### src/rtl/sha224_pkg.sv
// Shared types, constants and helpers for the SHA-224 hash engine.
// No dependencies; every other file imports this package.
package sha224_pkg;

    localparam int WordW = 32;

    // Sequencer states
    typedef enum logic [1:0] {
        ST_LOAD,
        ST_ROUND,
        ST_ADD,
        ST_OUT
    } state_t;

    // Control bundle from the sequencer to the datapath
    typedef struct packed {
        logic       init_hash;
        logic       load_work;
        logic       shift_word;
        logic       round_en;
        logic       add_en;
        logic [5:0] round_idx;
        logic [2:0] out_idx;
    } ctrl_t;

    localparam logic [2:0] LastIdx = 3'd6;
    localparam logic [5:0] LastRound = 6'd63;
    localparam logic [3:0] LastWord = 4'd15;

    localparam logic [WordW-1:0] INIT_HASH [8] = '{
        32'hc1059ed8, 32'h367cd507, 32'h3070dd17, 32'hf70e5939,
        32'hffc00b31, 32'h68581511, 32'h64f98fa7, 32'hbefa4fa4
    };

    localparam logic [WordW-1:0] ROUND_K [64] = '{
        32'h428a2f98, 32'h71374491, 32'hb5c0fbcf, 32'he9b5dba5,
        32'h3956c25b, 32'h59f111f1, 32'h923f82a4, 32'hab1c5ed5,
        32'hd807aa98, 32'h12835b01, 32'h243185be, 32'h550c7dc3,
        32'h72be5d74, 32'h80deb1fe, 32'h9bdc06a7, 32'hc19bf174,
        32'he49b69c1, 32'hefbe4786, 32'h0fc19dc6, 32'h240ca1cc,
        32'h2de92c6f, 32'h4a7484aa, 32'h5cb0a9dc, 32'h76f988da,
        32'h983e5152, 32'ha831c66d, 32'hb00327c8, 32'hbf597fc7,
        32'hc6e00bf3, 32'hd5a79147, 32'h06ca6351, 32'h14292967,
        32'h27b70a85, 32'h2e1b2138, 32'h4d2c6dfc, 32'h53380d13,
        32'h650a7354, 32'h766a0abb, 32'h81c2c92e, 32'h92722c85,
        32'ha2bfe8a1, 32'ha81a664b, 32'hc24b8b70, 32'hc76c51a3,
        32'hd192e819, 32'hd6990624, 32'hf40e3585, 32'h106aa070,
        32'h19a4c116, 32'h1e376c08, 32'h2748774c, 32'h34b0bcb5,
        32'h391c0cb3, 32'h4ed8aa4a, 32'h5b9cca4f, 32'h682e6ff3,
        32'h748f82ee, 32'h78a5636f, 32'h84c87814, 32'h8cc70208,
        32'h90befffa, 32'ha4506ceb, 32'hbef9a3f7, 32'hc67178f2
    };

    // Rotate right by a constant amount
    function automatic logic [WordW-1:0] rotr(input logic [WordW-1:0] x, input int n);
        rotr = (x >> n) | (x << (WordW - n));
    endfunction

endpackage

### src/rtl/sha224_ctrl.sv
// Sequencer: word counting, round counting and digest readout.
// Depends on sha224_pkg.
module sha224_ctrl
    import sha224_pkg::*;
(
    input  logic  clk,
    input  logic  rst_n,
    input  logic  msg_valid,
    input  logic  msg_start,
    input  logic  msg_end,
    output logic  msg_ready,
    output logic  out_valid,
    input  logic  out_ready,
    output ctrl_t ctrl
);

    state_t     state_reg, state_next;
    logic [3:0] word_reg, word_next;
    logic [5:0] round_reg, round_next;
    logic [2:0] idx_reg, idx_next;
    logic       end_reg, end_next;
    logic       accept;
    logic       block_done;
    logic       out_take;

    assign accept     = msg_valid && msg_ready;
    assign block_done = !msg_start && (word_reg == LastWord);
    assign out_take   = out_valid && out_ready;

    // Next state
    always_comb
    begin
        state_next = state_reg;
        unique case (state_reg)
            ST_LOAD:
            begin
                if (accept && block_done)
                begin
                    state_next = ST_ROUND;
                end
            end
            ST_ROUND:
            begin
                if (round_reg == LastRound)
                begin
                    state_next = ST_ADD;
                end
            end
            ST_ADD:
            begin
                state_next = end_reg ? ST_OUT : ST_LOAD;
            end
            ST_OUT:
            begin
                if (out_take && idx_reg == LastIdx)
                begin
                    state_next = ST_LOAD;
                end
            end
            default:
            begin
                state_next = ST_LOAD;
            end
        endcase
    end

    // Outputs
    always_comb
    begin
        msg_ready      = (state_reg == ST_LOAD);
        out_valid      = (state_reg == ST_OUT);
        ctrl.init_hash  = accept && msg_start;
        ctrl.load_work  = accept && block_done;
        ctrl.shift_word = accept;
        ctrl.round_en   = (state_reg == ST_ROUND);
        ctrl.add_en     = (state_reg == ST_ADD);
        ctrl.round_idx  = round_reg;
        ctrl.out_idx    = idx_reg;
    end

    // Counters
    always_comb
    begin
        word_next  = word_reg;
        round_next = round_reg;
        idx_next   = idx_reg;
        end_next   = end_reg;
        if (accept)
        begin
            // start restarts the block; this word becomes word 0
            word_next = msg_start ? 4'd1 : word_reg + 4'd1;
            if (block_done)
            begin
                end_next = msg_end;
            end
        end
        if (state_reg == ST_ROUND)
        begin
            round_next = round_reg + 6'd1;
        end
        if (out_take)
        begin
            idx_next = (idx_reg == LastIdx) ? 3'd0 : idx_reg + 3'd1;
        end
    end

    always_ff @(posedge clk or negedge rst_n)
    begin
        if (!rst_n)
        begin
            state_reg <= ST_LOAD;
            word_reg  <= '0;
            round_reg <= '0;
            idx_reg   <= '0;
            end_reg   <= 1'b0;
        end
        else
        begin
            state_reg <= state_next;
            word_reg  <= word_next;
            round_reg <= round_next;
            idx_reg   <= idx_next;
            end_reg   <= end_next;
        end
    end

endmodule

### config.mk
export PLATFORM = sky130hd
export DESIGN_NAME = sha224_ctrl
export DESIGN_NICKNAME = d
export VERILOG_FILES = /design/src/rtl/sha224_pkg.sv /design/src/rtl/sha224_ctrl.sv
export SDC_FILE = /design/constraint.sdc
export NUM_CORES = 1
export LEC_CHECK = 0
export BUFFER_PORTS_ARGS = -buffer_cell sky130_fd_sc_hd__buf_2
export CAP_MARGIN = 15
export CORE_MARGIN = 3
export CORE_UTILIZATION = 25
export CTS_CLUSTER_DIAMETER = 30
export CTS_CLUSTER_SIZE = 20
export DETAILED_ROUTE_END_ITERATION = 8
export PLACE_DENSITY = 0.55
export REMOVE_ABC_BUFFERS = 1
export SYNTH_ARGS = -nofsm -noshare
export SYNTH_HDL_FRONTEND = slang
export SYNTH_SLANG_ARGS = --single-unit
### constraint.sdc
create_clock -name clk -period 1.95 [get_ports clk]
set_input_delay 0.39 -clock clk [delete_from_list [all_inputs] [get_ports clk]]
set_output_delay 0.39 -clock clk [all_outputs]
set_load 0.01 [all_outputs]
==> impl_results.md <==
* Status: finished, final reports clean
* Final ANT Viol Nets at 0
* Seq/Total Area, Yosys at 0.495
* Die Area at ~4000 um2
* Worst slew margin at 0.755
* GP Congestion at between 0.6 and 0.7
* Largest net degree at the start of global routing at 17
* Syn-to-layout area delta at 22.0%
* Peak VDD IR at around 0.65 mV
* Mapped Area at ~810 um2
* Buf/Inv on CP at 1
* First-pass GRT wire length at between 2 and 3 mm
* Drt pass-1 iters at 3
* Max Cap Violations at 0
* Distinct cells, synth at 33
* Total number of vias at roughly 640
* Clock Path Buffers at 2
* Worst setup EP type: output port
* CTS Hold Bufs at 0
* # clock sinks at 16
* Fmax at 537 MHz
* Initial antenna violation count at 0
* Vias per inst at between 4 and 5
* Fin Clk Skew at 8.87 ps
* Worst Tran Pin Value at 368 ps
* CP Launch Type: register
* Setup Fix Bufs, Post-CTS at 0
* Yosys reg bits at 16
* EDFF count, synth at 0
* Cell Chain, Critical Path: or3b_4 -> nor3_4 -> buf_2
* Async SR Flop Fraction at 1.00
* Pwr per Cell Area at approximately 1300 nW/um2
* DP HPWL at around 1.3 mm
* Post-synth top area share at 0.495
* Wire per inst at approximately 11 um
* Layout cell share with drive strength beyond 1 at 0.343
* Total Neg Setup Slack at 0 ps
* IO Port Bufs at 21
* Slew Viols, Final at 0
* # IOs at 22
* Fillers at 331
* CP top delay family: simple AND/OR/NAND/NOR gates
* Die Y at about 63 um
* CTS tree: done
* Clk_lat worst skew at 290 ps
* Slowest CP cell: or3b_4
* H-tree levels at 1
* Final hold vios at 0
* HP Class: in -> async
* Dominant synthesized flop cell: dfrtp_1
* Grt total ovfl at 0
* Placeable Area at between 3000 and 4000 um2
* Yosys warns at 0
* Critical path class: reg -> out
* Chip width at roughly 63 um
* PnR worst setup slack at 87.8 ps
* Root Buffer: clkbuf_4
* Final WL at approximately 1.6 mm
* RSZ-0062 raised after global routing: no
* Req. time, crit path at 1560 ps
* Area leader, netlist: dfrtp_1
* Final min period at ~1900 ps
* CTS Buf Count at 3
* Crit share post-route at 0.955
* CP Max Fanout at 9
* Cells after Synth at between 70 and 80
* Row count at 20
* Lkg Pwr at around 0.46 nW
* # setup viols final at 0
* Post-synthesis average cell area at around 11 um2
* Synth top area cells: dfrtp_1 50%, xnor2_1 4.3%, nand2_1 4.2%, ha_1 3.1%, nor2b_1 3.1%
* Max incr delay on CP at between 400 and 500 ps
* Vias in the first global route at roughly 630
* All-Layer GR Usage at 0.0896
* Post-place setup slack at 175 ps
* Antenna cells at 0
* Initial Util at 0.263
* Nets@finish at around 110
* Critical Path AT at about 1500 ps
* Register clock-pin slew on the reported worst setup and hold paths at 100 ps
* Max reg flops at 6
* Drt initial violations at 8
* DR DRC count at 0
-- per-stage QoR --
step                cells  total power (W)   util  hold slack [ps]  cell area, um2
global route          143          0.00140  0.320             23.2             986
CTS                   143          0.00132  0.320             13.1             986
detailed placement    140          0.00113  0.312              332             961
floorplan              73         0.000923      -             94.4             786
finish                143          0.00129  0.320           0.0200             986
global placement      140          0.00112  0.312              324             961
-- placed cells by master (no fill, tap or decap), types with 2 or more instances in the layout --
master / synthesis / final
nand2_1: 9 / 9
inv_1: 3 / 3
nand4_1: 3 / 3
buf_4: 1 / 2
nor2_1: 2 / 2
dfrtp_1: 16 / 16
a21oi_1: 2 / 2
clkbuf_4: 0 / 3
buf_2: 0 / 21
mux2_2: 2 / 2
o21ai_0: 5 / 5
ha_1: 2 / 2
nor2b_1: 4 / 4
a31oi_1: 2 / 2
xnor2_1: 4 / 4
nand3_1: 2 / 2
-- timing repair --
| action | 4_1_cts | 5_1_grt |
|---|---|---|
| setup endpoints to repair | 2 | 2 |
| gates resized for setup | 1 | 0 |
| pin swaps | 0 | 1 |
-- cells by family after synthesis --
logic type / count (synthesis) / synth area share
muxes: 3 / 0.0464
xor gates and xnor gates: 5 / 0.0542
and+or+nand+nor: 29 / 0.212
buffers and inverters: 6 / 0.0418
adders and majority gates: 2 / 0.0310
AOI/OAI and AO/OA: 15 / 0.119
DFF: 16 / 0.495
-- synth_stat cells, types with 2 or more instances --
master   number
nand4_1       3
ha_1          2
dfrtp_1      16
nand3_1       2
a21oi_1       2
xnor2_1       4
a31oi_1       2
mux2_2        2
o21ai_0       5
nand2_1       9
nor2_1        2
nor2b_1       4
inv_1         3
-- worst reg2reg max path, stage by stage, from the launching register on --
cell,delay [ps]
dfrtp_1,390
or3b_4,450
nor3_4,180
mux2_4,320
-- power by group --
part	switching, W	internal (W)
logic	0.000267	0.000264
clock network	0.000101	0.0000717
registers	0.000124	0.000460
total	0.000493	0.000795
-- metal layers --
layer | track usage | part of all wire
met5 | 0 | 0
met4 | 0.0331 | 0.016
met3 | 0.0342 | 0.045
met2 | 0.161 | 0.53
met1 | 0.0939 | 0.41
-- worst paths after layout --
path	start	end	slack, ps	cells after the start
max	state_reg[1]	ctrl[12]	90	3
min	rst_n	idx_reg[2]	0.02	1
max reg2reg	state_reg[1]	end_reg	490	3
min reg2reg	word_reg[3]	word_reg[3]	500	1
max in group asynchronous	rst_n	round_reg[2]	1670	1
min in group clk	msg_end	end_reg	350	2
-- layout make-up --
cell class,instances,area (um2),share of cell area
timing repair buffer,23,120,0.122
multi-input combinational,54,377,0.382
clock buffer,3,22.5,0.0228
tap,44,55.1,0.0558
inverter,3,11.3,0.0114
sequential,16,400,0.406
Note: power is estimated with default switching activity, not from simulation.
