--- src/rtl/sha224_pkg.sv ---
// Shared types, constants and helpers for the SHA-224 hash engine.
// No dependencies; every other file imports this package.
package sha224_pkg;

    localparam int WordW = 32;

    // Sequencer states
    typedef enum logic [1:0] {
        ST_LOAD,
        ST_ROUND,
        ST_ADD,
        ST_OUT
    } state_t;

    // Control bundle from the sequencer to the datapath
    typedef struct packed {
        logic       init_hash;
        logic       load_work;
        logic       shift_word;
        logic       round_en;
        logic       add_en;
        logic [5:0] round_idx;
        logic [2:0] out_idx;
    } ctrl_t;

    localparam logic [2:0] LastIdx = 3'd6;
    localparam logic [5:0] LastRound = 6'd63;
    localparam logic [3:0] LastWord = 4'd15;

    localparam logic [WordW-1:0] INIT_HASH [8] = '{
        32'hc1059ed8, 32'h367cd507, 32'h3070dd17, 32'hf70e5939,
        32'hffc00b31, 32'h68581511, 32'h64f98fa7, 32'hbefa4fa4
    };

    localparam logic [WordW-1:0] ROUND_K [64] = '{
        32'h428a2f98, 32'h71374491, 32'hb5c0fbcf, 32'he9b5dba5,
        32'h3956c25b, 32'h59f111f1, 32'h923f82a4, 32'hab1c5ed5,
        32'hd807aa98, 32'h12835b01, 32'h243185be, 32'h550c7dc3,
        32'h72be5d74, 32'h80deb1fe, 32'h9bdc06a7, 32'hc19bf174,
        32'he49b69c1, 32'hefbe4786, 32'h0fc19dc6, 32'h240ca1cc,
        32'h2de92c6f, 32'h4a7484aa, 32'h5cb0a9dc, 32'h76f988da,
        32'h983e5152, 32'ha831c66d, 32'hb00327c8, 32'hbf597fc7,
        32'hc6e00bf3, 32'hd5a79147, 32'h06ca6351, 32'h14292967,
        32'h27b70a85, 32'h2e1b2138, 32'h4d2c6dfc, 32'h53380d13,
        32'h650a7354, 32'h766a0abb, 32'h81c2c92e, 32'h92722c85,
        32'ha2bfe8a1, 32'ha81a664b, 32'hc24b8b70, 32'hc76c51a3,
        32'hd192e819, 32'hd6990624, 32'hf40e3585, 32'h106aa070,
        32'h19a4c116, 32'h1e376c08, 32'h2748774c, 32'h34b0bcb5,
        32'h391c0cb3, 32'h4ed8aa4a, 32'h5b9cca4f, 32'h682e6ff3,
        32'h748f82ee, 32'h78a5636f, 32'h84c87814, 32'h8cc70208,
        32'h90befffa, 32'ha4506ceb, 32'hbef9a3f7, 32'hc67178f2
    };

    // Rotate right by a constant amount
    function automatic logic [WordW-1:0] rotr(input logic [WordW-1:0] x, input int n);
        rotr = (x >> n) | (x << (WordW - n));
    endfunction

endpackage

--- src/rtl/sha224_round.sv ---
// Compression datapath: hash state, working variables and one shared round unit.
// Depends on sha224_pkg.
module sha224_round
    import sha224_pkg::*;
(
    input  logic             clk,
    input  logic             rst_n,
    input  ctrl_t            ctrl,
    input  logic [WordW-1:0] wt,
    output logic [WordW-1:0] digest_word
);

    logic [WordW-1:0] hash_reg [8];
    logic [WordW-1:0] work_reg [8];
    logic [WordW-1:0] big0, big1, ch, maj, t1, t2;

    // One SHA-256 round on the working variables
    always_comb
    begin
        big1 = rotr(work_reg[4], 6) ^ rotr(work_reg[4], 11) ^ rotr(work_reg[4], 25);
        ch   = (work_reg[4] & work_reg[5]) ^ (~work_reg[4] & work_reg[6]);
        t1   = work_reg[7] + big1 + ch + ROUND_K[ctrl.round_idx] + wt;
        big0 = rotr(work_reg[0], 2) ^ rotr(work_reg[0], 13) ^ rotr(work_reg[0], 22);
        maj  = (work_reg[0] & work_reg[1]) ^ (work_reg[0] & work_reg[2])
             ^ (work_reg[1] & work_reg[2]);
        t2   = big0 + maj;
    end

    assign digest_word = hash_reg[ctrl.out_idx];

    always_ff @(posedge clk or negedge rst_n)
    begin
        if (!rst_n)
        begin
            for (int i = 0; i < 8; i++)
            begin
                hash_reg[i] <= INIT_HASH[i];
                work_reg[i] <= '0;
            end
        end
        else
        begin
            // Hash state: reload on start, accumulate after the rounds
            if (ctrl.init_hash)
            begin
                for (int i = 0; i < 8; i++)
                begin
                    hash_reg[i] <= INIT_HASH[i];
                end
            end
            else if (ctrl.add_en)
            begin
                for (int i = 0; i < 8; i++)
                begin
                    hash_reg[i] <= hash_reg[i] + work_reg[i];
                end
            end

            // Working variables
            if (ctrl.load_work)
            begin
                for (int i = 0; i < 8; i++)
                begin
                    work_reg[i] <= hash_reg[i];
                end
            end
            else if (ctrl.round_en)
            begin
                work_reg[7] <= work_reg[6];
                work_reg[6] <= work_reg[5];
                work_reg[5] <= work_reg[4];
                work_reg[4] <= work_reg[3] + t1;
                work_reg[3] <= work_reg[2];
                work_reg[2] <= work_reg[1];
                work_reg[1] <= work_reg[0];
                work_reg[0] <= t1 + t2;
            end
        end
    end

endmodule

--- config.mk ---
export PLATFORM = sky130hd
export DESIGN_NAME = sha224_round
export DESIGN_NICKNAME = d
export VERILOG_FILES = /design/src/rtl/sha224_pkg.sv /design/src/rtl/sha224_round.sv
export SDC_FILE = /design/constraint.sdc
export NUM_CORES = 2
export LEC_CHECK = 0
export ABC_AREA = 1
export BUFFER_PORTS_ARGS = -buffer_cell sky130_fd_sc_hd__buf_4
export CORE_ASPECT_RATIO = 1.75
export CORE_MARGIN = 2
export CORE_UTILIZATION = 58
export CTS_BUF_LIST = sky130_fd_sc_hd__clkbuf_16
export CTS_CLUSTER_SIZE = 16
export DETAILED_ROUTE_END_ITERATION = 12
export GPL_TIMING_DRIVEN = 0
export PLACE_DENSITY_LB_ADDON = 0.1
export SETUP_SLACK_MARGIN = 0.4
export SLEW_MARGIN = 20
export SYNTH_ARGS = -nofsm -noshare
export SYNTH_HDL_FRONTEND = slang
export SYNTH_SLANG_ARGS = --single-unit
--- constraint.sdc ---
create_clock -name clk -period 7 [get_ports clk]
set_clock_uncertainty 0.15 [all_clocks]
set_input_delay 0.7 -clock clk [delete_from_list [all_inputs] [get_ports clk]]
set_output_delay 0.7 -clock clk [all_outputs]
set_load 0.02 [all_outputs]
==> reports/metrics.csv, run 1 <==
stage,metric,value,unit
status,status,did not finish,
status,Log Error,[ERROR GRT-0116] Global routing finished with congestion. Check the congestion regions in the DRC Viewer.,
logic_synthesis,Yosys reg bits,512,
logic_synthesis,Mapped Cells,7181,
logic_synthesis,Avg Inst Size Synth,6.96,sq um
logic_synthesis,fraction of the yosys area taken by sequential cells,25.9,%
logic_synthesis,Post-Synthesis Cell Area,50000,sq um
global_route,first-pass GRT wire length,554000,microns
clock_tree,clock root buffer,clkbuf_16,
global_route,vias in the first global route,67700,
floorplanning,row count,142,
logic_synthesis,post-synthesis cell type count,69,
global_route,grt total ovfl,2137,
floorplanning,Die X,226,microns
status,stage where the flow stopped,global routing,
logic_synthesis,ys async rst share,100,%
clock_tree,TritonCTS Buffers,55,
logic_synthesis,post-synth top area share,19.1,%
clock_tree,clk sinks,512,
global_route,largest net degree at the start of global routing,90,
clock_tree,Longest Clk Path Bufs,3,
placed_design,placer congestion estimate,1.40,
logic_synthesis,syn nets,7721,
logic_synthesis,Post-synth EDFFs,0,
global_route,gr usage total,84.1,%
logic_synthesis,top_reg_cell synth,dfrtp_1,
placed_design,PortBufs,72,
logic_synthesis,warnings from Yosys,0,
floorplanning,number of I/O pins,80,
clock_tree,htree depth,2,
logic_synthesis,largest area contributor in the netlist,dfrtp_1,
floorplanning,initial core utilization,58.5,%
logic_synthesis,synth top area cells,"dfrtp_1, nand2_1, ha_1, inv_1, o21ai_0",
floorplanning,die height,392,microns
placed_design,HPWL after DPL,239000,microns
==> cells in the mapped netlist (40+ instances only) <==
library cell and number:
ha_1 359, nor3_1 76, o211ai_1 88, dfrtp_1 382
a22oi_1 131, o21bai_1 48, o21ai_0 703, nand3_1 292
nand2_1 1409, dfstp_2 130, xor2_1 151, o22ai_1 98
buf_2 40, o221ai_1 79, nand4_1 56, xnor2_1 111
fa_1 133, inv_1 1117, a21o_1 44, clkbuf_1 199
o21ai_1 41, a21oi_1 599, nor2_1 542, a31oi_1 57
==> per-layer routing <==
metal / GRT overflow / track usage (%)
met5: 2 / 41.1
met4: 618 / 90.4
met3: 40 / 68.1
met2: 1454 / 103
met1: 23 / 79.4
==> kinds of logic after synthesis <==
logic type | share of synthesized area, %
AO/OA/AOI/OAI | 24.3
flip-flops | 25.9
XOR/XNOR | 4.59
buffers and inverters | 10.6
adder cells (fa/ha/maj) | 14.4
AND/OR/NAND/NOR | 20.1
==> stage by stage <==
step	hold WS, ns	cell area, sq um	worst slack (ns)	instances
floorplan	0.254	50000	0.957	7181
global placement	0.355	52000	-1.71	8405
detailed placement	0.365	52300	-1.63	8415
CTS	0.228	55400	0.399	8547
==> repair_timing <==
item,CTS
endpoints found under the hold margin,34
hold buffers,1
gates resized for setup,204
endpoints found under the setup margin,46
pin swaps,23
buffers inserted,27
==> run 2, diff against run 1 <==
--- a/config.mk
+++ b/config.mk
@@ -7,15 +7,11 @@
 export LEC_CHECK = 0
 export ABC_AREA = 1
 export BUFFER_PORTS_ARGS = -buffer_cell sky130_fd_sc_hd__buf_4
-export CORE_ASPECT_RATIO = 1.75
 export CORE_MARGIN = 2
-export CORE_UTILIZATION = 58
-export CTS_BUF_LIST = sky130_fd_sc_hd__clkbuf_16
-export CTS_CLUSTER_SIZE = 16
+export CORE_UTILIZATION = 40
 export DETAILED_ROUTE_END_ITERATION = 12
 export GPL_TIMING_DRIVEN = 0
-export PLACE_DENSITY_LB_ADDON = 0.1
-export SETUP_SLACK_MARGIN = 0.4
+export PLACE_DENSITY_LB_ADDON = 0.15
 export SLEW_MARGIN = 20
 export SYNTH_ARGS = -nofsm -noshare
 export SYNTH_HDL_FRONTEND = slang
==> reports/metrics.csv, run 2 <==
stage,metric,value,unit,change
routing,vias per cell,6.25,,
sta,Fmax achieved,142,MHz,
placed_design,dpl cell area,53000,sq um,+1.4%
cells_and_area,post-route cell area,56400,sq um,
cells_and_area,nets,7898,,
critical_path,Critical Path RT,7.37,ns,
critical_path,startpoint types,register,,
clock_tree,Worst-path clk slew,0.06,ns,
cells_and_area,most frequent cells in the layout,"nand2_1, inv_1, o21ai_0",,
critical_path,endpoint class of the critical path,register,,
placed_design,"worst slack, placed",-1.59,ns,+0.0405 ns
logic_synthesis,Avg Inst Size Synth,6.96,sq um,unchanged
critical_path,FF-to-FF path depth,26,,
logic_synthesis,syn nets,7721,,unchanged
cells_and_area,final core occ,45.6,%,
placed_design,PortBufs,72,,unchanged
critical_path,CP endpoint,work_reg[250],,
critical_path,Reg-to-Reg Start,work_reg[99],,
sta,Slew HR,11.8,%,
logic_synthesis,Commonest cells post-synth,"nand2_1, inv_1, o21ai_0",,
clock_tree,TritonCTS Buffers,70,,+27%
routing,DR DRC count,0,,
placed_design,placer congestion estimate,1.15,,-18%
global_route,largest net degree at the start of global routing,88,,
critical_path,Reg-to-Reg End,work_reg[250],,
critical_path,CP Data Arrival Time,7.42,ns,
global_route,gr usage total,47.3,%,
sta,min cycle time layout,7.05,ns,
cells_and_area,"most common cell after layout, fill and taps aside",nand2_1,,
logic_synthesis,post-synth top area share,19.1,%,unchanged
critical_path,CP startpoint,work_reg[99],,
clock_tree,clk sinks,512,,unchanged
floorplanning,row count,129,,-9.2%
cells_and_area,area grow syn2layout,12.8,%,
logic_synthesis,warnings from Yosys,0,,unchanged
status,status,"complete, but fails checks",,
logic_synthesis,post-synthesis cell type count,69,,unchanged
cells_and_area,share of post-route cells with drive strength above 1,9.02,%,
logic_synthesis,largest area contributor in the netlist,dfrtp_1,,
sta,fin worst setup slack,-0.0509,ns,
logic_synthesis,most common cell in the netlist,nand2_1,,
logic_synthesis,top_reg_cell synth,dfrtp_1,,
status,failing checks,negative setup slack,,
clock_tree,clock root buffer,clkbuf_16,,
sta,Hold Worst Slack,0.203,ns,
logic_synthesis,Yosys reg bits,512,,unchanged
logic_synthesis,Post-Synthesis Cell Area,50000,sq um,unchanged
routing,drt initial violations,7526,,
logic_synthesis,Mapped Cells,7181,,unchanged
routing,DR WL/cell,33.9,microns,
routing,routed vias,56600,,
sta,period utilization,101,%,
logic_synthesis,ys async rst share,100,%,unchanged
critical_path,r2r setup slk,-0.05,ns,
global_route,initial antenna violation count,20,,
logic_synthesis,synth top area cells,"dfrtp_1, nand2_1, ha_1, inv_1, o21ai_0",,
floorplanning,Die X,358,microns,+58%
floorplanning,number of I/O pins,80,,unchanged
global_route,first-pass GRT wire length,417000,microns,
sta,Max Slew Vio Count,0,,
floorplanning,initial core utilization,40.4,%,-18 points
critical_path,critical path class,register to register,,
clock_tree,TritonCTS clock tree,built,,
sta,Finish-stage setup viols,3,,
routing,1st-pass router iterations,9,,
clock_tree,Longest Clk Path Bufs,3,,unchanged
floorplanning,die height,358,microns,-8.9%
routing,Final ANT Viol Nets,0,,
job,Max Cap Viol,0,,
floorplanning,Die Area,128000,sq um,
clock_tree,htree depth,3,,+1
sta,RSZ-0062 raised after global routing,yes,,
floorplanning,core area,124000,sq um,
min_path,worst hold path class,primary input to register,,
clock_tree,Worst-Skew Late Latency,0.72,ns,
placed_design,HPWL after DPL,253000,microns,+6.0%
sta,Worst Max-Slew Pin Slew,1.32,ns,
critical_path,worst-path fanout max,5,,
global_route,grt total ovfl,0,,
sta,Final Hold Viols,0,,
logic_synthesis,fraction of the yosys area taken by sequential cells,25.9,%,unchanged
routing,drt total wl,308000,microns,
global_route,vias in the first global route,53000,,
logic_synthesis,Post-synth EDFFs,0,,unchanged
-- run 2: cell counts after synthesis --
Identical to the previous run, type by type.
-- run 2: layout make-up --
cell class                 count  area, sq um
antenna                       12         30.0
buffer                       268         1170
clock buffer                 102         2000
clock inverter                28          382
fill                       13100        67400
inverter                    1128         4240
multi-input combinational   5268        32400
sequential                   512        13000
tap                         1637         2050
timing repair buffer         110         1110
-- run 2: how the worst min path moves through the flow --
stage	startpoint	to	depth (start not counted)
finish	ctrl[9]	hash_reg[131]	3
global route	ctrl[9]	hash_reg[131]	3
CTS	ctrl[9]	hash_reg[131]	3
detailed placement	hash_reg[96]	hash_reg[96]	2
global placement	hash_reg[96]	hash_reg[96]	2
floorplan	rst_n	hash_reg[0]	0
-- run 2: layer usage --
layer  track usage, %  wire [microns]  vias up
li1                 -               -    24500
met1             56.7          113000    27600
met2             71.5          130000     3536
met3             12.4           31800     1025
met4             38.9           32500       20
met5                0             136        -
-- run 2: logic make-up (layout without fill, tap and decap cells) --
group | count (synthesis) | count (layout) | synth area share (%)
flops | 512 | 512 | 25.9
buf+inv | 1401 | 1636 | 10.6
simple gates | 2455 | 2455 | 20.1
compound gates | 2056 | 2056 | 24.3
other cells | 0 | 12 | 0
fa+ha+maj | 495 | 495 | 14.4
xor+xnor | 262 | 262 | 4.59
-- run 2: through the flow --
stage | setup TNS [ns] | instances
6_report | -0.0628 | 9065
2_1_floorplan | 0 | 7181
4_1_cts | -0.0762 | 9035
3_3_place_gp | -400.91 | 8890
5_1_grt | -0.407 | 9056
3_5_place_dp | -52.76 | 8905
-- run 2: worst max-delay path: stages (launching register included) --
cell and delay [ns]:
dfrtp_1 0.61, inv_1 0.36, o21ai_1 0.71, fa_1 0.53, inv_1 0.08, fa_1 0.42
inv_1 0.07, ha_1 0.26, a21oi_1 0.17, nand2_2 0.10, a21oi_4 0.24, inv_1 0.13
a21oi_1 0.18, o21ai_1 0.18, xor2_2 0.21, buf_4 0.18, fa_1 0.55, ha_2 0.31
nand2_1 0.18, nor2_1 0.08, o21ai_0 0.20, nand3_1 0.17, nand2_1 0.13, nand3_2 0.13
a21oi_1 0.19, xor2_1 0.18, o21ai_0 0.13
-- run 2: repair_timing --
action,in CTS,in global routing
gates resized for setup,78,140
hold buffers,1,0
setup buffers,2,16
endpoints found under the hold margin,26,0
pin swaps,3,15
setup endpoints to repair,44,30
Power of run 2 is not shown: default switching activity piles up to over one toggle a cycle in this logic, so the estimate is an artifact.
