$ cat config.mk
export PLATFORM = sky130hd
export DESIGN_NAME = sha224_sched
export DESIGN_NICKNAME = d
export VERILOG_FILES = /design/src/rtl/sha224_pkg.sv /design/src/rtl/sha224_sched.sv
export SDC_FILE = /design/constraint.sdc
export NUM_CORES = 1
export LEC_CHECK = 0
export ABC_AREA = 1
export BUFFER_PORTS_ARGS = -buffer_cell sky130_fd_sc_hd__buf_2
export CAP_MARGIN = 20
export CELL_PAD_IN_SITES_DETAIL_PLACEMENT = 1
export CELL_PAD_IN_SITES_GLOBAL_PLACEMENT = 1
export CORE_MARGIN = 4
export CORE_UTILIZATION = 47
export CTS_CLUSTER_DIAMETER = 50
export DETAILED_ROUTE_END_ITERATION = 6
export PLACE_DENSITY_LB_ADDON = 0.15
export SLEW_MARGIN = 20
export SYNTH_ARGS = -nofsm -noshare
export SYNTH_HDL_FRONTEND = slang
export SYNTH_SLANG_ARGS = --single-unit
$ cat constraint.sdc
create_clock -name clk -period 8.2 [get_ports clk]
set_input_delay 1.23 -clock clk [delete_from_list [all_inputs] [get_ports clk]]
set_output_delay 1.23 -clock clk [all_outputs]
set_load 0.02 [all_outputs]
$ cat src/rtl/sha224_pkg.sv
// Shared types, constants and helpers for the SHA-224 hash engine.
// No dependencies; every other file imports this package.
package sha224_pkg;

    localparam int WordW = 32;

    // Sequencer states
    typedef enum logic [1:0] {
        ST_LOAD,
        ST_ROUND,
        ST_ADD,
        ST_OUT
    } state_t;

    // Control bundle from the sequencer to the datapath
    typedef struct packed {
        logic       init_hash;
        logic       load_work;
        logic       shift_word;
        logic       round_en;
        logic       add_en;
        logic [5:0] round_idx;
        logic [2:0] out_idx;
    } ctrl_t;

    localparam logic [2:0] LastIdx = 3'd6;
    localparam logic [5:0] LastRound = 6'd63;
    localparam logic [3:0] LastWord = 4'd15;

    localparam logic [WordW-1:0] INIT_HASH [8] = '{
        32'hc1059ed8, 32'h367cd507, 32'h3070dd17, 32'hf70e5939,
        32'hffc00b31, 32'h68581511, 32'h64f98fa7, 32'hbefa4fa4
    };

    localparam logic [WordW-1:0] ROUND_K [64] = '{
        32'h428a2f98, 32'h71374491, 32'hb5c0fbcf, 32'he9b5dba5,
        32'h3956c25b, 32'h59f111f1, 32'h923f82a4, 32'hab1c5ed5,
        32'hd807aa98, 32'h12835b01, 32'h243185be, 32'h550c7dc3,
        32'h72be5d74, 32'h80deb1fe, 32'h9bdc06a7, 32'hc19bf174,
        32'he49b69c1, 32'hefbe4786, 32'h0fc19dc6, 32'h240ca1cc,
        32'h2de92c6f, 32'h4a7484aa, 32'h5cb0a9dc, 32'h76f988da,
        32'h983e5152, 32'ha831c66d, 32'hb00327c8, 32'hbf597fc7,
        32'hc6e00bf3, 32'hd5a79147, 32'h06ca6351, 32'h14292967,
        32'h27b70a85, 32'h2e1b2138, 32'h4d2c6dfc, 32'h53380d13,
        32'h650a7354, 32'h766a0abb, 32'h81c2c92e, 32'h92722c85,
        32'ha2bfe8a1, 32'ha81a664b, 32'hc24b8b70, 32'hc76c51a3,
        32'hd192e819, 32'hd6990624, 32'hf40e3585, 32'h106aa070,
        32'h19a4c116, 32'h1e376c08, 32'h2748774c, 32'h34b0bcb5,
        32'h391c0cb3, 32'h4ed8aa4a, 32'h5b9cca4f, 32'h682e6ff3,
        32'h748f82ee, 32'h78a5636f, 32'h84c87814, 32'h8cc70208,
        32'h90befffa, 32'ha4506ceb, 32'hbef9a3f7, 32'hc67178f2
    };

    // Rotate right by a constant amount
    function automatic logic [WordW-1:0] rotr(input logic [WordW-1:0] x, input int n);
        rotr = (x >> n) | (x << (WordW - n));
    endfunction

endpackage

$ cat src/rtl/sha224_sched.sv
// Message schedule: sixteen-word shift window and the schedule expansion.
// Depends on sha224_pkg.
module sha224_sched
    import sha224_pkg::*;
(
    input  logic             clk,
    input  ctrl_t            ctrl,
    input  logic [WordW-1:0] word,
    output logic [WordW-1:0] wt
);

    // Entry 0 is the oldest word, entry 15 the newest
    logic [WordW-1:0] win_reg [16];
    logic [WordW-1:0] s0;
    logic [WordW-1:0] s1;
    logic [WordW-1:0] expand;
    logic             early;

    assign early = (ctrl.round_idx[5:4] == 2'b00);

    // Schedule expansion from the window taps
    always_comb
    begin
        s0 = rotr(win_reg[1], 7) ^ rotr(win_reg[1], 18) ^ (win_reg[1] >> 3);
        s1 = rotr(win_reg[14], 17) ^ rotr(win_reg[14], 19) ^ (win_reg[14] >> 10);
        expand = s1 + win_reg[9] + s0 + win_reg[0];
        wt = early ? win_reg[0] : expand;
    end

    // Shift in message words, then rotate (first 16 rounds) or expand
    always_ff @(posedge clk)
    begin
        if (ctrl.shift_word || ctrl.round_en)
        begin
            for (int i = 0; i < 15; i++)
            begin
                win_reg[i] <= win_reg[i+1];
            end
            win_reg[15] <= ctrl.shift_word ? word : wt;
        end
    end

endmodule

==> results of run 1 <==
## layout make-up
type                            instances  area [µm²]  area share, %
Antenna cell                            1        2.50         0.0103
Clock buffer                           64        1430           5.87
Clock inverter                         41         364           1.49
Inverter                              276        1040           4.25
Multi-Input combinational cell        724        5010           20.5
Sequential cell                       512       15400           63.0
Tap cell                              600         751           3.08
Timing Repair Buffer                   76         425           1.74
## stage by stage
stage	hold WS, ns	cell area, µm²	utilization [%]	std cells
2_1_floorplan	0.400	21500	-	1524
3_3_place_gp	0.400	22600	49.9	2188
3_5_place_dp	0.405	22600	49.9	2188
4_1_cts	0.412	24400	53.9	2293
5_1_grt	0.421	24400	53.9	2293
6_report	0.413	24400	53.9	2294
## metal layers
layer	global-route usage [%]	vias to the layer above	wire, µm
li1	-	5280	-
met1	29.6	5721	23000
met2	34.9	205	24900
met3	3.23	77	2040
met4	6.34	0	1340
met5	0	-	0
## logic make-up (layout without fill, tap and decap cells)
kind of cell             count (synthesis)  count (layout)  synth area share (%)
AO/OA/AOI/OAI                           44              44                  1.20
XOR/XNOR                               131             131                  5.34
adder cells (fa/ha/maj)                 93              93                  7.59
buffers and inverters                  288             457                  5.08
flip-flops                             512             512                  71.6
other                                    0               1                     0
AND/OR/NAND/NOR                        456             456                  9.19
## placed cells by master (no fill, tap or decap), types with 2 or more instances in the layout
| master | netlist | routed |
|---|---|---|
| sky130_fd_sc_hd__nand4_1 | 4 | 4 |
| sky130_fd_sc_hd__nand3_1 | 50 | 50 |
| sky130_fd_sc_hd__xnor2_1 | 92 | 92 |
| sky130_fd_sc_hd__nor3_1 | 3 | 3 |
| sky130_fd_sc_hd__o21ai_2 | 4 | 4 |
| sky130_fd_sc_hd__nand3_2 | 4 | 4 |
| sky130_fd_sc_hd__clkinv_1 | 2 | 10 |
| sky130_fd_sc_hd__buf_12 | 0 | 2 |
| sky130_fd_sc_hd__buf_2 | 8 | 68 |
| sky130_fd_sc_hd__clkinv_2 | 0 | 12 |
| sky130_fd_sc_hd__clkinv_4 | 0 | 4 |
| sky130_fd_sc_hd__or2_2 | 12 | 11 |
| sky130_fd_sc_hd__o21bai_1 | 2 | 2 |
| sky130_fd_sc_hd__a21oi_1 | 17 | 17 |
| sky130_fd_sc_hd__o21a_1 | 2 | 2 |
| sky130_fd_sc_hd__a31oi_1 | 3 | 3 |
| sky130_fd_sc_hd__ha_1 | 31 | 31 |
| sky130_fd_sc_hd__inv_1 | 268 | 267 |
| sky130_fd_sc_hd__o21ai_0 | 7 | 7 |
| sky130_fd_sc_hd__inv_2 | 6 | 7 |
| sky130_fd_sc_hd__inv_8 | 0 | 4 |
| sky130_fd_sc_hd__nor2_1 | 36 | 35 |
| sky130_fd_sc_hd__nor2_2 | 9 | 10 |
| sky130_fd_sc_hd__clkinv_8 | 0 | 3 |
| sky130_fd_sc_hd__xor2_1 | 39 | 39 |
| sky130_fd_sc_hd__and2_1 | 13 | 13 |
| sky130_fd_sc_hd__clkbuf_1 | 4 | 8 |
| sky130_fd_sc_hd__nand2_2 | 13 | 13 |
| sky130_fd_sc_hd__fa_1 | 62 | 62 |
| sky130_fd_sc_hd__nor3_2 | 3 | 3 |
| sky130_fd_sc_hd__o21ai_1 | 6 | 6 |
| sky130_fd_sc_hd__bufinv_16 | 0 | 3 |
| sky130_fd_sc_hd__buf_4 | 0 | 6 |
| sky130_fd_sc_hd__edfxtp_1 | 512 | 512 |
| sky130_fd_sc_hd__inv_6 | 0 | 2 |
| sky130_fd_sc_hd__clkbuf_16 | 0 | 56 |
| sky130_fd_sc_hd__clkinvlp_4 | 0 | 5 |
| sky130_fd_sc_hd__nand2_1 | 306 | 306 |
## critical path, delay by kind of cell, from the launching register on
family	cells	cell delay, ns
buf+inv	6	0.63
flops	1	0.59
xor+xnor	2	0.55
fa+ha+maj	4	1.62
simple gates	8	1.13
## final timing paths
| check | startpoint | endpoint | slack [ns] | cells after the start |
|---|---|---|---|---|
| worst min register to register | win_reg[13][14] | win_reg[12][14] | 0.41 | 0 |
| worst min-delay path | win_reg[13][14] | win_reg[12][14] | 0.41 | 0 |
| worst max-delay path | win_reg[14][18] | wt[21] | 1.85 | 20 |
| worst max register to register | win_reg[14][18] | win_reg[15][25] | 3.58 | 20 |
==> run metrics, run 1 <==
outcome finished clean; # nets final 1786; top cells by area in the synthesized netlist sky130_fd_sc_hd__edfxtp_1 72%, sky130_fd_sc_hd__fa_1 5.8%, sky130_fd_sc_hd__nand2_1 5.3%; max reg flops between 500 and 600; total negative slack 0 ns; number of nets with antenna violations after routing 0; RSZ-0062 raised after global routing no; async set or reset register ratio after synthesis 0%; post-detailed-route wirelength per cell between 20 and 25 µm; hold crit path type reg -> reg; category of the most critical setup path reg -> out; maximum net fanout on the critical path 5; pin count of the biggest net entering global routing 168; insertion delay to the later sink of the worst-skew pair about 0.6 ns; number of enable flip-flop cells after synthesis 512; layout cells sized above 1 between 10% and 20%; area share of the leading cell type in the synthesized netlist between 70% and 80%; Worst-Margin Slew between 0.8 and 0.9 ns; list of most frequent post-synthesis cells 512 x sky130_fd_sc_hd__edfxtp_1, 306 x sky130_fd_sc_hd__nand2_1, 268 x sky130_fd_sc_hd__inv_1, 92 x sky130_fd_sc_hd__xnor2_1, 62 x sky130_fd_sc_hd__fa_1; Resized cells post-CTS 0; Final Hold Vio Count 0; Remaining DRCs 0; average instance area after synthesis about 14 µm²; master cell of the clock root buffer sky130_fd_sc_hd__clkbuf_16; die outline area about 49000 µm²; critical path data required time 6.97 ns; # clock sinks 512; via count of the routed design 11.3k; maximum clock frequency between 150 and 200 MHz; core footprint 45300 µm²; post-synthesis instance area about 21000 µm²; biggest area consumer among synthesized cells sky130_fd_sc_hd__edfxtp_1; number of CTS-inserted buffers 56; Slowest cell on crit path sky130_fd_sc_hd__edfxtp_1; total of fill cells in the finished design about 4.4k; startpoint kind of the worst setup timing path flip-flop; maximum buffer depth of the clock tree 3; vias in the first global route ~12k; area added between synthesis and finish 13.6%; share of the cycle needed by the critical path after routing between 70% and 80%; maxcap violations 0; shortest clock period the worst path allows after layout between 6 and 7 ns; last weighted congestion value of the routability-driven placer about 0.89; CTS tree yes; post-synth net total around 1.7k; sequential-to-total area share from yosys stat between 70% and 80%; first-pass GRT wire length approximately 76000 µm; Chip Height between 200 and 250 µm; final HPWL from detailed placement ~37000 µm; number of failing setup endpoints in the final timing report 0; antenna violations before repair 5; post-synthesis cell count about 1.5k; flip-flop cell with the highest count after synthesis sky130_fd_sc_hd__edfxtp_1; Arrival @ worst endpoint 5.12 ns; worst slack at placement ~2.5 ns; max-slew violation total from the final report 0; mean number of vias per cell roughly 4.9; Row Count roughly 80; H-tree depth 2; remaining max-slew budget at the tightest pin about two fifths; clock-pin transition on the worst setup and hold timing paths about 0.060 ns; total length of routed wires ~51000 µm; number of optimization iterations in the first detailed-route pass 7; DRC violation total after the first TritonRoute iteration around 780; type of destination of the critical path output port; stage delay of the slowest cell on the critical path approximately 0.59 ns; total I/O pin count 79; post-CTS setup buffer count 0; global router's overall resource usage around a fifth; post-synthesis cell type count 34; die boundary width 222 µm; starting density of the core a little under half; PortBufs 68; number of synthesized register bits about 510; cells along the critical path xnor2_1 -> xor2_1 -> inv_1 -> fa_1 -> inv_1 -> fa_1 -> inv_1 -> ha_1 -> inv_1 -> fa_1 -> inv_1 -> nand3_1 -> nand3_1 -> nand2_1 -> nand3_2 -> nand2_1 -> nand3_1 -> nand3_1 -> and2_1 -> buf_2; setup clock skew after layout ~0.02 ns; most used cell along the critical path sky130_fd_sc_hd__inv_1; hold buffers post-CTS 0; Syn. warnings 0; fin worst setup slack between 1.5 and 2 ns; sum of overflow across all layers after global routing 0; count leader, synth sky130_fd_sc_hd__edfxtp_1
Power of run 1 is left out: the tool's default activity adds up to more than one toggle a clock period on the data nets, which glitch-free logic cannot reach.
==> run 2: changes to the inputs <==
clock period = 5.12 ns   (was 8.2 ns; I/O delays follow)
==> run metrics, run 2 (synthesis gave the netlist of run 1 again) <==
CTS tree yes; maximum clock frequency between 150 and 200 MHz; clock-pin transition on the worst setup and hold timing paths about 0.07 ns; antenna violations before repair 2; RSZ-0062 raised after global routing yes; maxcap violations 0; startpoint kind of the worst setup timing path flip-flop; final HPWL from detailed placement approximately 37000 µm; GR Util met2 35.2%; Post-Route Utilization between 50% and 60%; category of the most critical setup path reg -> out; master cell of the clock root buffer sky130_fd_sc_hd__clkbuf_16; die outline area around 49000 µm²; pin count of the biggest net entering global routing 114; sum of overflow across all layers after global routing 0; total I/O pin count ~80; post-detailed-route wirelength per cell 22.7 µm; Chip Height 222 µm; number of failing setup endpoints in the final timing report 23; global router's overall resource usage between 20% and 30%; number of CTS-inserted buffers 55; maximum buffer depth of the clock tree 3; number of antenna cells inserted 0; leading cell type in the layout, fill and taps excluded sky130_fd_sc_hd__edfxtp_1; via count of the routed design between 10k and 15k; Arrival @ worst endpoint between 4 and 5 ns; fin worst setup slack -0.194 ns; Final Instance Count excl. Fillers about 2.4k; number of nets with antenna violations after routing 0; share of the cycle needed by the critical path after routing 104%; total length of routed wires approximately 54000 µm; die boundary width about 220 µm; PortBufs roughly 70; max reg flops roughly 510; met3 track utilization from global routing under 10%; met1 usage 30.6%; starting density of the core between 40% and 50%; last weighted congestion value of the routability-driven placer between 0.9 and 1; mean number of vias per cell 4.98; Remaining DRCs 0; area added between synthesis and finish 24.6%; DRC violation total after the first TritonRoute iteration slightly below 900; type of destination of the critical path output port; vias in the first global route around 13k; # clock sinks 512; core footprint approximately 45000 µm²; Worst-Margin Slew approximately 0.94 ns; max-slew violation total from the final report 0; Final Hold Vio Count 0; commonest non-fill, non-tap cells in the layout 512 x sky130_fd_sc_hd__edfxtp_1, 253 x sky130_fd_sc_hd__inv_1, 230 x sky130_fd_sc_hd__nand2_1, 86 x sky130_fd_sc_hd__buf_4, 66 x sky130_fd_sc_hd__xnor2_1; busiest metal layer after global routing met2; worst slack at placement -0.181 ns; remaining max-slew budget at the tightest pin between 30% and 40%; H-tree depth 2; number of optimization iterations in the first detailed-route pass 5; shortest clock period the worst path allows after layout ~5.3 ns; maximum net fanout on the critical path 4; number of cells in the design after placement approximately 2.2k; hold crit path type reg -> reg; outcome complete, but fails checks; setup clock skew after layout between 0.02 and 0.025 ns; Row Count a little under 80; violations in the final reports setup timing; insertion delay to the later sink of the worst-skew pair approximately 0.61 ns; # nets final between 1.5k and 2k; layout cells sized above 1 between 20% and 30%; critical path data required time between 4 and 5 ns; first-pass GRT wire length just under 80000 µm
## run 2: cell count changes in the layout (fill, tap and decap cells not counted), moves of 14 or more
cell,before,now
sky130_fd_sc_hd__buf_2,68,44
sky130_fd_sc_hd__buf_4,6,86
sky130_fd_sc_hd__buf_6,0,38
sky130_fd_sc_hd__ha_1,31,11
sky130_fd_sc_hd__ha_4,0,15
sky130_fd_sc_hd__inv_1,267,253
sky130_fd_sc_hd__nand2_1,306,230
sky130_fd_sc_hd__nand2_2,13,60
sky130_fd_sc_hd__nand2_4,0,26
sky130_fd_sc_hd__nand3_1,50,23
sky130_fd_sc_hd__nand3_2,4,22
sky130_fd_sc_hd__xnor2_1,92,66
sky130_fd_sc_hd__xnor2_2,0,20
## run 2: repair_timing
| action | in CTS | in global routing |
|---|---|---|
| cloned | 0 | 0 |
| resized for setup | 202 | 158 |
| buffers inserted | 49 | 31 |
| hold buffers | 0 | 0 |
| pin swaps | 56 | 63 |
| endpoints found under the setup margin | 30 | 29 |
## run 2: cell type report
cell class                 count  area (µm²)
multi-input combinational    724        6360
tap                          600         751
sequential                   512       15400
timing repair buffer         175        1430
clock inverter                36         378
inverter                     276        1040
clock buffer                  63        1410
fill                        4309       18500
## run 2: path summary, 6_finish.rpt
check             slack (ns)             from               to  cells after the start
setup reg to reg        0.52  win_reg[14][26]  win_reg[15][14]                     23
hold reg to reg         0.42   win_reg[4][28]   win_reg[3][28]                      0
hold / removal          0.42   win_reg[4][28]   win_reg[3][28]                      0
setup / recovery       -0.19  win_reg[14][26]           wt[30]                     21
## run 2: per-stage QoR
step	instance area, µm²	TNS [ns]	hold WS (ns)
4_1_cts	25900	-2.40	0.405
2_1_floorplan	21500	0	0.400
5_1_grt	26800	-5.78	0.412
6_report	26800	-1.93	0.416
3_5_place_dp	22800	-0.422	0.405
3_3_place_gp	22800	-0.0782	0.400
## run 2: worst max-delay path: stages, from the launching register on
cell,delay (ns)
sky130_fd_sc_hd__edfxtp_1,0.55
sky130_fd_sc_hd__xnor2_1,0.23
sky130_fd_sc_hd__xor2_1,0.32
sky130_fd_sc_hd__inv_1,0.12
sky130_fd_sc_hd__fa_1,0.51
sky130_fd_sc_hd__inv_1,0.05
sky130_fd_sc_hd__fa_1,0.50
sky130_fd_sc_hd__inv_2,0.06
sky130_fd_sc_hd__ha_4,0.28
sky130_fd_sc_hd__nand2_2,0.08
sky130_fd_sc_hd__nand2_2,0.07
sky130_fd_sc_hd__inv_1,0.07
sky130_fd_sc_hd__nand2_2,0.07
sky130_fd_sc_hd__a21oi_4,0.16
sky130_fd_sc_hd__nand2_4,0.10
sky130_fd_sc_hd__buf_12,0.14
sky130_fd_sc_hd__nand2_2,0.06
sky130_fd_sc_hd__nand2_1,0.06
sky130_fd_sc_hd__nand2_1,0.08
sky130_fd_sc_hd__nand3_2,0.11
sky130_fd_sc_hd__and2_4,0.20
sky130_fd_sc_hd__buf_6,0.12
## run 2: routing by layer
metal | vias to the layer above | share of wire, %
li1 | 5458 | -
met1 | 6093 | 45
met2 | 239 | 48
met3 | 88 | 4.0
met4 | 0 | 3.2
met5 | - | 0
Power of run 2 is left out for the same reason.
==> run 3: changes to the inputs <==
RECOVER_POWER = 50   (was not set)
==> run metrics, run 3 (synthesis gave the netlist of run 1 again) <==
outcome complete, but fails checks; violations in the final reports capacitance limit, slew limit, setup timing; core footprint approximately 45000 µm²; maximum buffer depth of the clock tree 3; critical path data required time 4.35 ns; antenna violations before repair 2; most used cell along the critical path sky130_fd_sc_hd__nand2_2; sum of buffers and inverters on the critical path 6; fin worst setup slack -0.184 ns; # nets final 1884; Met3 Wirelength roughly 2200 µm; RSZ-0062 raised after global routing yes; category of the most critical setup path reg -> out; first-pass GRT wire length just under 80000 µm; Remaining DRCs 0; Final Hold Vio Count 0; insertion delay to the later sink of the worst-skew pair a little over 0.6 ns; number of CTS-inserted buffers between 50 and 60; Arrival @ worst endpoint ~4.5 ns; Slowest cell on crit path sky130_fd_sc_hd__edfxtp_1; master cell of the clock root buffer sky130_fd_sc_hd__clkbuf_16; last weighted congestion value of the routability-driven placer just over 0.9; pin count of the biggest net entering global routing about 110; total length of routed wires about 54000 µm; die outline area around 49000 µm²; max-slew violation total from the final report 45; type of destination of the critical path output port; Met1 Wirelength around 24000 µm; die boundary width 222 µm; starting density of the core a little under half; Chip Height 222 µm; maxcap violations 1; leading cell type in the layout, fill and taps excluded sky130_fd_sc_hd__edfxtp_1; vias in the first global route 12.6k; shortest clock period the worst path allows after layout around 5.3 ns; hold buffers post-CTS 0; maximum clock frequency ~190 MHz; Worst-Margin Slew 3.61 ns; highest metal layer with signal wires met4; Top Family by Delay on Critical Path adder cells; total of fill cells in the finished design roughly 4.3k; number of optimization iterations in the first detailed-route pass 5; Finished Cell Area about 27000 µm²; number of nets with antenna violations after routing 0; clock-pin transition on the worst setup and hold timing paths roughly 0.070 ns; final HPWL from detailed placement roughly 37000 µm; stage delay of the slowest cell on the critical path 0.55 ns; PortBufs 68; layout cells sized above 1 between 20% and 30%; area added between synthesis and finish 24.3%; share of the cycle needed by the critical path after routing 104%; total I/O pin count between 70 and 80; setup clock skew after layout ~0.024 ns; number of failing setup endpoints in the final timing report 22; startpoint kind of the worst setup timing path flip-flop; mean number of vias per cell roughly 5; met2 wire length 26000 µm; cells along the critical path xnor2_1 -> xor2_1 -> inv_1 -> fa_1 -> inv_1 -> fa_1 -> inv_2 -> ha_4 -> nand2_2 -> nand2_2 -> inv_1 -> nand2_2 -> a21oi_4 -> nand2_4 -> buf_12 -> nand2_2 -> nand2_1 -> nand2_1 -> nand3_2 -> and2_4 -> buf_6; placement-stage cell area about 23000 µm²; DRC violation total after the first TritonRoute iteration between 800 and 900; Post-Route Hold Slack 0.416 ns; number of cells in the design after placement about 2.2k; max reg flops roughly 500; commonest non-fill, non-tap cells in the layout 512 x sky130_fd_sc_hd__edfxtp_1, 253 x sky130_fd_sc_hd__inv_1, 230 x sky130_fd_sc_hd__nand2_1, 73 x sky130_fd_sc_hd__buf_4, 66 x sky130_fd_sc_hd__xnor2_1; hold crit path type reg -> reg; via count of the routed design about 12k; # clock sinks ~500; CTS tree yes; maximum net fanout on the critical path 4; Row Count just under 80; post-detailed-route wirelength per cell roughly 23 µm; number of antenna cells inserted 0; remaining max-slew budget at the tightest pin -141%; sum of overflow across all layers after global routing 0; H-tree depth 2; Final Instance Count excl. Fillers ~2.4k; global router's overall resource usage between 20% and 30%
## run 3: changes by cell type in the layout (fill, tap and decap cells not counted), sizes merged
cell,delta
buf,-16
clkbuf,+16
## run 3: through the flow
stage               setup TNS, ns  setup slack (ns)  utilization (%)
floorplan                       0             0.201                -
global placement          -0.0782           -0.0782             50.4
detailed placement         -0.422            -0.181             50.4
CTS                         -2.40            -0.197             57.1
global route                -5.80            -0.328             58.9
finish                      -1.78            -0.184             58.9
## run 3: routing by layer
metal | vias to the layer above | global-route usage (%)
met5 | - | 0
met4 | 0 | 7.26
met3 | 86 | 3.83
met2 | 254 | 35.2
met1 | 6073 | 30.6
li1 | 5460 | -
## run 3: final timing paths
path,from,end,slack (ns),depth (start not counted)
min reg2reg,win_reg[4][28],win_reg[3][28],0.42,0
min,win_reg[4][28],win_reg[3][28],0.42,0
max,win_reg[14][26],wt[30],-0.18,21
max reg2reg,win_reg[14][26],win_reg[15][14],0.53,23
## run 3: layout make-up
| type | instances | area (µm²) | share of cell area [%] |
|---|---|---|---|
| clock inverter | 36 | 378 | 1.42 |
| multi-input combinational | 724 | 6360 | 23.8 |
| timing repair buffer | 175 | 1370 | 5.14 |
| inverter | 276 | 1040 | 3.91 |
| sequential | 512 | 15400 | 57.6 |
| clock buffer | 63 | 1410 | 5.27 |
| tap | 600 | 751 | 2.81 |
## run 3: timing repair
| item | in CTS | in global routing |
|---|---|---|
| resized for setup | 202 | 158 |
| setup endpoints to repair | 30 | 29 |
| pin swaps | 56 | 63 |
| setup buffers | 49 | 31 |
Power of run 3 is left out for the same reason.
